**src/design/hlfp_pkg.sv**
```systemverilog
`timescale 1ns / 1ps

package hlfp_pkg;

  // Frame marker and command codes
  localparam logic [7:0] SYNC_BYTE  = 8'h5A;
  localparam logic [7:0] CMD_SELECT = 8'h45;
  localparam logic [7:0] CMD_AREA   = 8'h15;

  // Smallest legal frame: header, command and length field
  localparam logic [15:0] MIN_FRAME     = 16'd5;
  localparam logic [7:0]  SECTION_LIMIT = 8'd5;

  // Byte positions inside a frame
  localparam int unsigned POS_SYNC0   = 0;
  localparam int unsigned POS_SYNC1   = 1;
  localparam int unsigned POS_CMD     = 2;
  localparam int unsigned POS_LEN_HI  = 3;
  localparam int unsigned POS_LEN_LO  = 4;
  localparam int unsigned POS_PAYLOAD = 5;

  // One completed frame
  typedef struct packed {
    logic [7:0] command_code;
    logic [8:0] frame_length;
    logic       section_valid;
    logic [2:0] section_number;
    logic       area_ready;
  } result_t;

endpackage

```
**src/design/header_length_frame_parser.sv**
```systemverilog
`timescale 1ns / 1ps

// Frame parser for a received byte stream.
// Input channel: one byte per request on rx_byte_i, accepted when in_valid_i
// is high and in_stall_o is low. Frames are 0x5A 0x5A, a command byte, a
// big-endian 16-bit total length (header included), then payload.
// Output channel: one request per completed frame on the *_o result ports,
// taken when out_valid_o is high and out_stall_i is low. Bad headers and
// lengths outside 5..MAX_FRAME_LEN drop the frame silently.
// The result of a frame appears in the cycle after its last byte is
// accepted. Throughput: one byte per cycle while in_stall_o is low; the next
// byte count, the length compare and the result are all formed combinationally.
// The result register decouples the two sides: a new byte is taken while a
// finished result waits, unless the result register is full and the
// receiver stalls, in which case in_stall_o is raised until it drains.
// Reset (rst_ni low, asynchronous) clears the frame counter, the area-ready
// flag and the output valid; the parser then waits for a fresh header.
module header_length_frame_parser
  import hlfp_pkg::*;
#(
  parameter int unsigned MAX_FRAME_LEN = 256
) (
  input  logic       clk_i,
  input  logic       rst_ni,
  input  logic       in_valid_i,
  output logic       in_stall_o,
  input  logic [7:0] rx_byte_i,
  output logic       out_valid_o,
  input  logic       out_stall_i,
  output logic [7:0] command_code_o,
  output logic [8:0] frame_length_o,
  output logic       section_valid_o,
  output logic [2:0] section_number_o,
  output logic       area_ready_o
);

  localparam int unsigned CNT_W = $clog2(MAX_FRAME_LEN + 1);
  localparam logic [15:0] LEN_LIMIT = 16'(MAX_FRAME_LEN);

  logic [CNT_W-1:0] count_q, count_d;
  logic [7:0]       command_q, command_d;
  logic [7:0]       len_high_q, len_high_d;
  logic [CNT_W-1:0] frame_len_q, frame_len_d;
  logic [7:0]       first_payload_q, first_payload_d;
  logic             area_q, area_d;
  logic             out_valid_q;
  result_t          result_q, result_d;
  logic             finish;
  logic             accept;

  assign in_stall_o = out_valid_q && out_stall_i;
  assign accept     = in_valid_i && !in_stall_o;

  // Advance the frame state for one byte and build the result on the last byte
  always_comb begin
    logic [15:0] len_word;
    logic [CNT_W-1:0] count_inc;
    logic [7:0] payload_byte;
    logic [15:0] len_ext;
    count_d         = count_q;
    command_d       = command_q;
    len_high_d      = len_high_q;
    frame_len_d     = frame_len_q;
    first_payload_d = first_payload_q;
    area_d          = area_q;
    finish          = 1'b0;
    len_word        = {len_high_q, rx_byte_i};
    count_inc       = count_q + CNT_W'(1);
    payload_byte    = first_payload_q;
    unique case (count_q)
      CNT_W'(POS_SYNC0): begin
        count_d = (rx_byte_i == SYNC_BYTE) ? CNT_W'(POS_SYNC1) : CNT_W'(POS_SYNC0);
      end
      CNT_W'(POS_SYNC1): begin
        count_d = (rx_byte_i == SYNC_BYTE) ? CNT_W'(POS_CMD) : CNT_W'(POS_SYNC0);
      end
      CNT_W'(POS_CMD): begin
        command_d = rx_byte_i;
        count_d   = CNT_W'(POS_LEN_HI);
      end
      CNT_W'(POS_LEN_HI): begin
        len_high_d = rx_byte_i;
        count_d    = CNT_W'(POS_LEN_LO);
      end
      CNT_W'(POS_LEN_LO): begin
        // Drop frames whose length is out of range
        if (len_word > LEN_LIMIT || len_word < MIN_FRAME) begin
          count_d = CNT_W'(POS_SYNC0);
        end else begin
          frame_len_d = CNT_W'(len_word);
          count_d     = CNT_W'(POS_PAYLOAD);
          finish      = (len_word == MIN_FRAME);
        end
      end
      default: begin
        if (count_q == CNT_W'(POS_PAYLOAD)) begin
          first_payload_d = rx_byte_i;
          payload_byte    = rx_byte_i;
        end
        count_d = count_inc;
        finish  = (count_inc >= frame_len_q);
      end
    endcase

    len_ext                 = 16'(frame_len_d);
    result_d.command_code   = command_d;
    result_d.frame_length   = len_ext[8:0];
    result_d.section_valid  = 1'b0;
    result_d.section_number = 3'd0;
    if (finish) begin
      count_d = CNT_W'(POS_SYNC0);
      if (command_d == CMD_SELECT) begin
        if (len_ext > MIN_FRAME && payload_byte < SECTION_LIMIT) begin
          result_d.section_valid  = 1'b1;
          result_d.section_number = payload_byte[2:0] + 3'd1;
        end
        area_d = 1'b0;
      end else if (command_d == CMD_AREA) begin
        area_d = 1'b1;
      end
    end
    result_d.area_ready = area_d;
  end

  // Control state
  always_ff @(posedge clk_i or negedge rst_ni) begin
    if (!rst_ni) begin
      count_q     <= '0;
      area_q      <= 1'b0;
      out_valid_q <= 1'b0;
    end else begin
      if (accept) begin
        count_q <= count_d;
        area_q  <= area_d;
      end
      if (accept && finish) begin
        out_valid_q <= 1'b1;
      end else if (!out_stall_i) begin
        out_valid_q <= 1'b0;
      end
    end
  end

  // Frame fields and result register
  always_ff @(posedge clk_i) begin
    if (accept) begin
      command_q       <= command_d;
      len_high_q      <= len_high_d;
      frame_len_q     <= frame_len_d;
      first_payload_q <= first_payload_d;
    end
    if (accept && finish) begin
      result_q <= result_d;
    end
  end

  assign out_valid_o      = out_valid_q;
  assign command_code_o   = result_q.command_code;
  assign frame_length_o   = result_q.frame_length;
  assign section_valid_o  = result_q.section_valid;
  assign section_number_o = result_q.section_number;
  assign area_ready_o     = result_q.area_ready;

`ifndef SYNTHESIS
  a_section_cmd : assert property (@(posedge clk_i) disable iff (!rst_ni)
    out_valid_o && section_valid_o |-> command_code_o == CMD_SELECT &&
      section_number_o != 3'd0)
    else $error("section reported for a non-select frame");

  a_area_set : assert property (@(posedge clk_i) disable iff (!rst_ni)
    out_valid_o && command_code_o == CMD_AREA |-> area_ready_o)
    else $error("area command did not set the flag");

  a_area_clr : assert property (@(posedge clk_i) disable iff (!rst_ni)
    out_valid_o && command_code_o == CMD_SELECT |-> !area_ready_o)
    else $error("select command did not clear the flag");

  a_count_range : assert property (@(posedge clk_i) disable iff (!rst_ni)
    32'(count_q) <= MAX_FRAME_LEN)
    else $error("byte counter beyond the frame limit");

  a_bad_sync : assert property (@(posedge clk_i) disable iff (!rst_ni)
    accept && count_q == CNT_W'(POS_SYNC0) && rx_byte_i != SYNC_BYTE |=>
      count_q == CNT_W'(POS_SYNC0))
    else $error("counter left idle on a non-header byte");
`endif

endmodule
```
**config.mk**
```make
export PLATFORM = sky130hd
export DESIGN_NAME = header_length_frame_parser
export DESIGN_NICKNAME = d
export VERILOG_FILES = /design/src/design/hlfp_pkg.sv /design/src/design/header_length_frame_parser.sv
export SDC_FILE = /design/constraint.sdc
export NUM_CORES = 1
export LEC_CHECK = 0
export BUFFER_PORTS_ARGS = -buffer_cell sky130_fd_sc_hd__buf_4
export CAP_MARGIN = 20
export CORE_MARGIN = 2
export CORE_UTILIZATION = 40
export CTS_CLUSTER_SIZE = 16
export DETAILED_ROUTE_END_ITERATION = 10
export SKIP_CTS_REPAIR_TIMING = 1
export SYNTH_ARGS = -nofsm -noshare
export SYNTH_HDL_FRONTEND = slang
export SYNTH_SLANG_ARGS = --single-unit
```
**constraint.sdc**
```tcl
create_clock -name clk_i -period 6.9 [get_ports clk_i]
set_input_delay 0.69 -clock clk_i [delete_from_list [all_inputs] [get_ports clk_i]]
set_output_delay 0.69 -clock clk_i [all_outputs]
set_load 0.005 [all_outputs]
```
* After elaboration in Yosys (flattened, before gate mapping)
Cells that the tools add are included.
Storage, ports and cells: input bits 12, output and inout port bits 24, logic and storage cells 59, register bits 66
Operators by class: equality and inequality tests 10, reductions and logical operators 12, muxes and demuxes 18, order comparisons 5, add/sub/neg operators 2
Operators by type and width (number):
- one-hot mux 9 bit (5 select lines) | 1
- two-way mux 9 bit | 3
- two-way mux 8 bit | 3
- equality test 9 x 2 -> 1 bit, second input constant | 2
- equality test 9 x 3 -> 1 bit, second input constant | 2
- equality test 16 x 3 -> 1 bit, second input constant | 1
- equality test 8 x 7 -> 1 bit, second input constant | 2
- greater-than comparator 16 x 9 -> 1 bit, second input constant | 1
- less-than comparator 16 x 3 -> 1 bit, second input constant | 1
- adder 9 x 1 -> 9 bit, second input constant | 1
- equality test 9 x 1 -> 1 bit, second input constant | 1
- >= comparator 9 bit | 1
- greater-than comparator 9 x 3 -> 1 bit, second input constant | 1
- zero test 9 bit | 1
- equality test 8 x 5 -> 1 bit, second input constant | 1
- less-than comparator 8 x 3 -> 1 bit, second input constant | 1
- two-way mux 1 bit | 7
- OR reduction 5 bit | 1
- logical AND 1 bit | 4
- two-way mux 4 bit | 1
- AND reduction 2 bit | 2
- OR reduction 4 bit | 1
- adder 3 x 1 -> 3 bit, second input constant | 1
- two-way mux 3 bit | 1
- other kinds (6) | 6

* Depth between registers and ports, before layout
depth in word-level cells 7, gate-level depth with buffers 12, mapped depth without buffers 11

* Worst setup path after synthesis
No wires, ideal clock.
kind register to register, start point register count_q[2], end point register result_q (netlist bit area_ready_o), enable pin, data arrival time 2966 ps, cell stages (with the launch flop) 13, setup slack 3533 ps, period minus slack after synthesis 3367 ps, library setup time 401 ps, data required time 6499 ps, path buffers 1, cells stage by stage dfrtp_1 clkbuf_1 and3_1 nand3_1 nor2_1 xor2_1 ha_1 nand4_1 o21bai_1 a211oi_1 nand2_1 nand2_1 nor2_1
Between the ends: cells in the longest elaborated chain, start to end 4, elaborated cells between the ends (all ways) 10, those cells by class add/sub: 1; order compare: 1; eq/ne: 4; mux: 1; reduce/logical: 3
Ends and longest elaborated chain:
- start: declaration | line header_length_frame_parser.sv:40 | logic [CNT_W-1:0] count_q, count_d;
- start signal: assignment | line header_length_frame_parser.sv:133 | count_q <= count_d;
- adder 9 x 1 -> 9 bit, or another cell as far along | line header_length_frame_parser.sv:68 | count_inc = count_q + CNT_W'(1);
- >= comparator 9 bit / OR reduction 4 bit (equally long branches)
- one-hot mux 1 bit (2 select lines) (*) | line header_length_frame_parser.sv:70 | unique case (count_q)
- logical AND 1 bit (*) | line header_length_frame_parser.sv:152 | if (accept && finish) begin
- end signal: assignment | line header_length_frame_parser.sv:153 | result_q <= result_d;
- end: declaration | line header_length_frame_parser.sv:47 | result_t result_q, result_d;
Every way passes the cells marked *; elsewhere a longest branch is shown, timed or not. A chain may end at the register's enable or synchronous reset.

* Final worst setup path
start point register count_q[0], end point register result_q (netlist bit frame_length_o[5]), enable pin
The elaborated chain is that of the path after synthesis.

==> flow_summary_export.csv <==
group,metric,value,unit
synthesis,ys_async_sr_fraction,16.67,%
run_status,outcome,"finished, final reports clean",
die,row_count,33,
die,die_area,8968,um^2
final_layout,fin_nets,331,
route,met2_length,3201,um
sta,slew_headroom,50.23,%
route,drt_pass1_iterations,4,
worst_hold_path,hold_path_class,"in2async",
route,initialDrtViolationCount,102,
die,die_width,94.70,um
die,die-height,94.70,um
pwr,power.density_cell_area,299.7,nW/um^2
clock_network,numCtsBuffers,9,
clock_network,ctsRootBufferMaster,"sky130_fd_sc_hd__clkbuf_8",
clock_network,clock_tree_from_tritoncts,"done",
grt,track_usage,16.22,%
sta,drv_slew,0,
route,post-route-drc-count,0,
run,max-cap-violations,0,
synthesis,yosys.area.top_type_share,50.19,%
final_layout,layout-area-overhead-vs-synth,18.82,%
critical_path,critical_path_source_type,"flip-flop",
grt,first_global_vias,2089,
critical_path,cpLargestDelayFamily,"simple AND/OR/NAND/NOR gates",
pwr,power_total,1.172,mW
critical_path,path_buf_inv,1,
sta,rsz0062_at_grt,"no",
synthesis,ys_seq_elements,66,
critical_path,critical_path_cell_sequence,"ha_1 -> nand3_1 -> xnor2_1 -> ha_1 -> nand4_1 -> o21ai_0 -> o2111ai_1 -> nand2_1 -> nand2_1 -> nor2_2 -> buf_8",
sta,finalHoldViolations,0,
critical_path,critPathSlowestCell,"sky130_fd_sc_hd__dfrtp_1",
sta,final_min_period_over_clock_period,48.08,%
critical_path,worstSetupEndpointType,"flip-flop",
pwr,total_leakage_power,1.522,nW
final_layout,finish.utilization,48.31,%
route,via_count,2184,
sta,fin_tns_setup,0,ps
final_layout,drive_gt1_share,28.16,%
synthesis,synth-seq-area-share,58.56,%
route,drt-total-wl,6830,um
route,routed.top_layer,"met4",
synthesis,netlist_top_cells_area,"sky130_fd_sc_hd__edfxtp_1 50%, sky130_fd_sc_hd__dfrtp_1 8.4%, sky130_fd_sc_hd__mux2_2 7.5%, sky130_fd_sc_hd__ha_1 5.7%, sky130_fd_sc_hd__nand2_1 2.6%",
critical_path,critPathRequiredTime,6940,ps
clock_network,cts_max_level,3,
synthesis,ys.warnings.count,0,
grt,antenna_found_initial,0,
final_layout,antenna_fix_cells,0,
die,initial_core_util,40.66,%
critical_path,ws_path_type,"reg2reg",
die,io-pin-count,36,
route,routedLengthMet1,3222,um
route,routed_via_density,5.275,
sta,final_setup_viols,0,
place,hpwl,4845,um
clock_network,clkSlewWorstSetupHoldPaths,80,ps
synthesis,synth.net_count,287,
critical_path,cp_data_arrival_time,3360,ps
pwr,worst_ir_drop_vdd,0.1114,mV
clock_network,max-clock-path-buffers,2,
sta,max_freq,301.4,MHz
synthesis,post_synth.cell_area_avg,12.66,um^2
route,wl_met3,320,um
critical_path,crit_path_max_fanout,13,
grt,global_route_wire_length_before_repair,10830,um
synthesis,synth_enable_flop_cells,55,
grt,maximum_number_of_pins_on_one_net_before_global_route_repair,35,
synthesis,post-synth-top-area-cell,"sky130_fd_sc_hd__edfxtp_1",
sta,tightest_slew,737.0,ps
route,final_antenna_net_count,0,
route,drt-wirelength-per-cell,16.50,um
sta,min_period,3318,ps
sta,skew,7.618,ps
synthesis,synth_top_flop_cell,"sky130_fd_sc_hd__edfxtp_1",
synthesis,synth_cell_type_count,48,
place,port_buffers,35,
synthesis,netlist_area,3291,um^2
die,core_area,8093,um^2
clock_network,clock_sinks,66,
critical_path,cpPeakStageDelay,500,ps
place,globalplace.congestion,0.8462,
synthesis,synthesis.instances,260,
clock_network,clock_latency,340,ps
grt,grt.overflow.total,0,
-- placed cells by master (no fill, tap or decap), types with 7 or more instances in the layout --
| cell | n |
|---|---|
| sky130_fd_sc_hd__nand2_1 | 23 |
| sky130_fd_sc_hd__o21ai_0 | 12 |
| sky130_fd_sc_hd__buf_4 | 38 |
| sky130_fd_sc_hd__nand3_1 | 7 |
| sky130_fd_sc_hd__ha_1 | 15 |
| sky130_fd_sc_hd__nor3_1 | 7 |
| sky130_fd_sc_hd__nor2_1 | 10 |
| sky130_fd_sc_hd__edfxtp_1 | 55 |
| sky130_fd_sc_hd__clkbuf_8 | 9 |
| sky130_fd_sc_hd__inv_1 | 21 |
| sky130_fd_sc_hd__dfrtp_1 | 11 |
| sky130_fd_sc_hd__mux2_2 | 22 |
-- worst reg2reg max path, stage by stage, from the launching register on --
cell                        delay [ps]
sky130_fd_sc_hd__dfrtp_1           500
sky130_fd_sc_hd__ha_1              330
sky130_fd_sc_hd__nand3_1           120
sky130_fd_sc_hd__xnor2_1           190
sky130_fd_sc_hd__ha_1              300
sky130_fd_sc_hd__nand4_1           110
sky130_fd_sc_hd__o21ai_0           170
sky130_fd_sc_hd__o2111ai_1         200
sky130_fd_sc_hd__nand2_1           200
sky130_fd_sc_hd__nand2_1           150
sky130_fd_sc_hd__nor2_2            500
sky130_fd_sc_hd__buf_8             250
-- synth_stat cells (2+ instances only) --
master                      count
sky130_fd_sc_hd__a31oi_1        2
sky130_fd_sc_hd__nor3_1         7
sky130_fd_sc_hd__nor4_1         4
sky130_fd_sc_hd__a21boi_0       2
sky130_fd_sc_hd__mux2_2        22
sky130_fd_sc_hd__ha_1          15
sky130_fd_sc_hd__o21ai_0       12
sky130_fd_sc_hd__mux2i_1        3
sky130_fd_sc_hd__inv_1         21
sky130_fd_sc_hd__xor2_1         4
sky130_fd_sc_hd__nand2_1       23
sky130_fd_sc_hd__nor2_1        11
sky130_fd_sc_hd__o2bb2ai_1      3
sky130_fd_sc_hd__buf_2          2
sky130_fd_sc_hd__nand4_1        5
sky130_fd_sc_hd__or3_1          2
sky130_fd_sc_hd__edfxtp_1      55
sky130_fd_sc_hd__a21o_1         2
sky130_fd_sc_hd__or4b_2         2
sky130_fd_sc_hd__clkbuf_1       5
sky130_fd_sc_hd__nand2b_1       2
sky130_fd_sc_hd__a21oi_1        5
sky130_fd_sc_hd__o2111ai_1      2
sky130_fd_sc_hd__or4_1          5
sky130_fd_sc_hd__nand3_1        7
sky130_fd_sc_hd__and3_1         2
sky130_fd_sc_hd__dfrtp_1       11
sky130_fd_sc_hd__xnor2_1        4
-- sequential cells by signal, summed over array words and instances (netlist names) --
name and cells:
area_q 1, area_ready_o 1, command_code_o 8, command_q 8
count_q 9, first_payload_q 8, frame_len_q 9, frame_length_o 9
len_high_q 8, out_valid_o 1, section_number_o 3, section_valid_o 1
-- cells by family (layout without fill, tap and decap cells) --
| family | after synthesis | count (layout) | synth area share [%] |
|---|---|---|---|
| muxes | 25 | 25 | 8.441 |
| buffers and inverters | 29 | 78 | 3.384 |
| AOI/OAI and AO/OA | 40 | 40 | 8.898 |
| and+or+nand+nor | 77 | 77 | 12.89 |
| xor gates and xnor gates | 8 | 8 | 2.129 |
| adders and majority gates | 15 | 15 | 5.703 |
| DFF | 66 | 66 | 58.55 |
-- power breakdown --
part | switching, mW | internal (mW)
clock | 0.160 | 0.169
sequential | 0.0470 | 0.500
combinational | 0.171 | 0.125
total | 0.378 | 0.794
-- area by class of cell --
| type | count | area, um^2 |
|---|---|---|
| Fill cell | 759 | 4183 |
| Sequential cell | 66 | 1927 |
| Multi-Input combinational cell | 165 | 1261 |
| Timing Repair Buffer | 40 | 307.8 |
| Tap cell | 105 | 131.4 |
| Clock buffer | 9 | 123.9 |
| Inverter | 22 | 82.58 |
| Clock inverter | 7 | 76.32 |
-- routing by layer --
layer	vias to the layer above	GRT usage [%]
met5	-	0
met4	0	5.797
met3	7	3.751
met2	40	24.53
met1	1067	22.88
li1	1070	-
-- final timing paths --
path                             startpoint                 to  slack (ps)  cells past startpoint
worst min register to register  out_valid_o        out_valid_o         510                      2
min in group clk_i              out_valid_o        out_valid_o         510                      2
worst max register to register   count_q[0]  frame_length_o[5]        3580                     11
worst min-delay path                 rst_ni        out_valid_o         170                      1
max in group asynchronous            rst_ni         count_q[0]        6570                      1
worst max-delay path             count_q[0]  frame_length_o[5]        3580                     11
-- stage by stage --
step | instance area (um^2) | setup slack (ps) | hold WS, ps | instances
finish | 3910 | 3582 | 173.5 | 414
global route | 3910 | 3268 | 170.0 | 414
CTS | 3902 | 3580 | 162.5 | 413
detailed placement | 3702 | 3601 | 494.8 | 397
global placement | 3687 | 3446 | 486.9 | 396
floorplan | 3291 | 3533 | 394.4 | 260
No activity file was read; power rests on OpenSTA's default activity.
